## src/design/gds_ram.sv

```systemverilog
// Generic single-write, single-read RAM with registered read data.
`timescale 1ns / 1ps

module gds_ram #(
  parameter int WIDTH = 8,
  parameter int DEPTH = 256
) (
  input  logic                     clk,
  input  logic                     we,
  input  logic [$clog2(DEPTH)-1:0] waddr,
  input  logic [WIDTH-1:0]         wdata,
  input  logic [$clog2(DEPTH)-1:0] raddr,
  output logic [WIDTH-1:0]         rdata
);

  logic [WIDTH-1:0] mem [DEPTH];

  always_ff @(posedge clk) begin
    if (we) begin
      mem[waddr] <= wdata;
    end
    rdata <= mem[raddr];
  end

endmodule

```

## config.mk

```make
export PLATFORM = sky130hd
export DESIGN_NAME = gds_ram
export DESIGN_NICKNAME = d
export VERILOG_FILES = /design/src/design/gds_ram.sv
export SDC_FILE = /design/constraint.sdc
export NUM_CORES = 2
export LEC_CHECK = 0
export BUFFER_PORTS_ARGS = -buffer_cell sky130_fd_sc_hd__clkbuf_2
export CAP_MARGIN = 0
export CORE_UTILIZATION = 40
export CTS_BUF_LIST = sky130_fd_sc_hd__clkbuf_4
export CTS_CLUSTER_SIZE = 24
export DETAILED_ROUTE_END_ITERATION = 12
export HOLD_SLACK_MARGIN = 0.05
export MAX_ROUTING_LAYER = met4
export SLEW_MARGIN = 20
export SYNTH_ARGS = -nofsm -noshare
export SYNTH_HDL_FRONTEND = slang
export SYNTH_SLANG_ARGS = --single-unit
```

## constraint.sdc

```tcl
create_clock -name clk -period 2.69 [get_ports clk]
set_input_delay 0.269 -clock clk [delete_from_list [all_inputs] [get_ports clk]]
set_output_delay 0.269 -clock clk [all_outputs]
set_load 0.1 [all_outputs]
```

* Word level (Yosys, flattened, before mapping)
Memories as Yosys holds them, arrays and structs flattened. A register that Yosys moved wholly into a read port is not among the register bits.
Cells that the tools add are included.
** Storage, ports and cells
- Register bits after elaboration :: 0
- Bits in latches :: 0
- Memory bits (writable) :: 2048
- Memory bits (read-only) :: 0
- Input port bits :: 26
- Output and inout bits :: 8
- Word-level logic and storage cells :: 3
- Memories kept :: 1
** Memories
- mem :: words 256, bits a word 8, rd ports 1, clocked after Yosys merged registers in 1, write ports 1, line 16 : logic [WIDTH-1:0] mem [DEPTH];
** Cells by class
- $add $sub $neg :: 0
- Multiply operators :: 0
- Div/mod/pow operators :: 0
- Order comparisons :: 0
- Equal/unequal tests :: 0
- Shifts and indexed selects :: 0
- Muxes and demuxes :: 2
- Bitwise operators :: 0
- Reductions and logical operators :: 0
** Operators by type and width (count)
- $mux W1 :: 2

* Longest topological paths before layout
- Depth after elaboration :: 2
- Gate-level depth with buffers :: 11
- Mapped depth without buffers :: 6

* Least setup slack after synthesis
Ideal clock, no wire load.
- Path type :: input to register
- From :: input raddr[0]
- To :: register rdata[2] (read register of mem)
- Setup time :: 131 ps
- Arrival time :: 2076 ps
- Required time :: 2559 ps
- Path slack :: 483 ps
- Cell stages on the path :: 9
- Buffers on the path :: 4
- Path through :: buf_6 -> buf_12 -> buf_8 -> buf_2 -> mux4_2 -> a22oi_1 -> a21oi_1 -> nor4_1 -> nor4_2
** RTL lines
- start, declared :: line 12 : input logic [$clog2(DEPTH)-1:0] raddr,
- end, declared :: line 13 : output logic [WIDTH-1:0] rdata

==> flow_metrics.env <==
export IMPL_criticalPathCategory="reg -> reg"
export IMPL_cts_made_buffers=549
export IMPL_rrSetupSlack_ps=50
export IMPL_synthSimpleGateAreaFrac=0.02628
export IMPL_place_hpwl_um=131500
export IMPL_clk_path_buf_depth=4
export IMPL_clkSinkCount=2056
export IMPL_whs_ps=203.7
export IMPL_pre_cts_ws_ps=-758.9
export IMPL_setup_viol=0
export IMPL_ir_drop_uv=472.8
export IMPL_die_h_um=448.0
export IMPL_finalCritPeriodShare=0.9831
export IMPL_initial_core_util=0.4030
export IMPL_slew_violations=0
export IMPL_drive_gt1_frac=0.3872
export IMPL_port_buffer_count=33
export IMPL_synthAdderAreaFrac=0
export IMPL_max_freq_mhz=378.1
export IMPL_ys_types=55
export IMPL_p_leak_nw=31.23
export IMPL_hold_class="in -> reg"
export IMPL_ant_nets=0
export IMPL_ys_ff_latch=2056
export IMPL_netlist_area_um2=79560
export IMPL_synth_edf_count=2048
export IMPL_vias_per_cell=5.500
export IMPL_vias=42770
export IMPL_hold_depth=7
export IMPL_synth_net_count=3759
export IMPL_die_w_um=448.0
export IMPL_place_congestion=0.8774
export IMPL_finalWorstSetupSlack_ps=45.47
export IMPL_fin_nets=4796
export IMPL_h_tree_depth=6
export IMPL_core_area_um2=197400
export IMPL_finalClockSkew_ps=96.22
export IMPL_worst_ep_required_time_ps=3860
export IMPL_drt_total_wl_um=208900
export IMPL_status="complete, no violations"
export IMPL_regArea_um2=61660
export IMPL_die_area_um2=200700
export IMPL_cp_max_fo=1
export IMPL_area_growth_pct=18.96
export IMPL_hold_violations=0
export IMPL_worstHoldStart="raddr[2]"
export IMPL_grt_overflow_total=0
export IMPL_clock_latency_ps=1350
export IMPL_max_cap_violations=0
export IMPL_synth_top_family_by_area="multiplexers"
export IMPL_muxShareOfSynthArea=0.1462
export IMPL_finalSetupTns_ps=0
export IMPL_clk_pin_slew_worst_paths_ps=60
export IMPL_power_density_nw_per_um2=692.8
export IMPL_clock_tree_root_cell="clkbuf_4"
export IMPL_syn_inst=3733
export IMPL_fillers=16610
export IMPL_arrival_ps=3810
export IMPL_firstDrtPassIters=5
export IMPL_hold_path_end="rdata[3]"
export IMPL_yosysSeqAreaShare=0.7750
export IMPL_multiInputGateArea_um2=16490
export IMPL_drtIter0Drc=4526
export IMPL_grt_pass1_wl_um=303200
export IMPL_async_reset_ff_frac=0
export IMPL_r2r_cells=7
export IMPL_io_pins=34
export IMPL_grt_use_total=0.2166
export IMPL_yosysWarnings=0
export IMPL_antenna_found_initial=16
export IMPL_wire_per_inst_um=26.86
export IMPL_worst_pin_slew_ps=828.9
export IMPL_synth_xor_area_share=0
export IMPL_period_minus_slack_ps=2645
export IMPL_startpoint_type="flip-flop"
export IMPL_r2r_end="rdata[2]"
export IMPL_syn_area_per_cell_um2=21.31
export IMPL_drc=0
export IMPL_reg2reg_from="mem[143][2]"
export IMPL_cp_end_kind="flip-flop"
export IMPL_cts_tree="yes"
export IMPL_relSlewSlack=0.4474
export IMPL_row_count=163
export IMPL_post_cts_buffers=0
export IMPL_synth_top_flop_cell="edfxtp_1"
export IMPL_grt_pass1_vias=43990
export IMPL_grt_max_degree=91
export IMPL_synth_compound_area_frac=0.03419
## timing repair
item,in CTS,in global routing
hold buffers,45,0
endpoints found under the setup margin,7,1
resized for setup,12,1
endpoints found under the hold margin,4086,0
## per-layer routing
layer,up-vias,wire [um],GRT usage
met4,0,5854,0.07904
li1,18150,-,-
met2,1972,101200,0.3321
met5,-,0,-
met3,329,17200,0.04611
met1,22320,84610,0.2859
## cell usage after synthesis (22+ instances only)
cell type  number  share of area
nor2_1        282          0.013
nor3_1         22         0.0014
buf_1          22         0.0010
o221ai_1       46         0.0051
nand2_1        33         0.0016
a21oi_1        96         0.0060
buf_4          27         0.0025
nand3_1        34         0.0021
mux2i_1       134          0.017
clkbuf_1      111         0.0052
o22ai_1        28         0.0022
a22oi_1       133          0.013
nor2b_1        31         0.0024
mux4_2        454           0.13
edfxtp_1     2048           0.77
nor4_1         24         0.0019
buf_2          31         0.0020
## worst max-delay path by stage
| stage | slack, ps | cells past startpoint | end | startpoint |
|---|---|---|---|---|
| 3_5_place_dp | -760 | 10 | rdata[0] | raddr[0] |
| 6_report | 50 | 7 | rdata[2] | mem[143][2] |
| 4_1_cts | 0.6 | 1 | rdata[3] | rdata[3] |
| 2_1_floorplan | 480 | 9 | rdata[2] | raddr[0] |
| 3_3_place_gp | -910 | 10 | rdata[2] | raddr[0] |
| 5_1_grt | -0.07 | 7 | rdata[2] | mem[143][2] |
## cells in the final DEF, fill, tap and decap left out, types with 14 or more instances in the layout
cell type and instances:
edfxtp_1 2048, clkbuf_4 785, buf_4 570, mux4_2 454, nor2_1 279, mux2i_1 134, a22oi_1 133, a21oi_1 96
clkinv_1 83, buf_12 74, o221ai_1 46, dlygate4sd3_1 37, nand3_1 34, nand2_1 33, o22ai_1 28, nor2b_1 28
nor4_1 24, nor3_1 20, inv_2 19, a211oi_1 15, clkbuf_2 15, diode_2 14
## flip-flops by register name (all words and copies together) (netlist names)
register	count
mem	2048
rdata	8
## area by class of cell
| cell class | instances | share of cell area |
|---|---|---|
| inverter | 2 | 0.00007933 |
| timing repair buffer | 719 | 0.06981 |
| multi-input combinational | 1442 | 0.1743 |
| clock inverter | 122 | 0.007047 |
| tap | 2640 | 0.03490 |
| antenna | 14 | 0.0003702 |
| clock buffer | 781 | 0.06195 |
| sequential | 2056 | 0.6516 |
## power by group
part / switching [mW] / internal, mW
clock: 12.3 / 13.9
combinational: 2.43 / 1.52
sequential: 0.0746 / 35.3
total: 14.8 / 50.8
## through the flow
stage | instance area [um2] | utilization | instances | power (mW)
finish | 94640 | 0.4794 | 7776 | 65.57
detailed placement | 87450 | 0.4430 | 6814 | 39.90
global route | 94630 | 0.4794 | 7775 | 68.00
CTS | 94600 | 0.4792 | 7762 | 66.27
floorplan | 79560 | - | 3733 | 37.91
global placement | 87440 | 0.4429 | 6814 | 39.87
## critical path, cell delays in order (launching register included)
cell	delay [ps]
edfxtp_1	370
mux4_2	490
mux4_2	480
nor2_1	160
a2111oi_0	100
buf_4	170
nor3_2	580
nor4_2	110
## cells by family after synthesis
logic type / count (synthesis)
AOI/OAI and AO/OA: 385
buffers and inverters: 235
DFF: 2056
muxes: 591
and+or+nand+nor: 466
No activity file was read; power rests on OpenSTA's default activity.
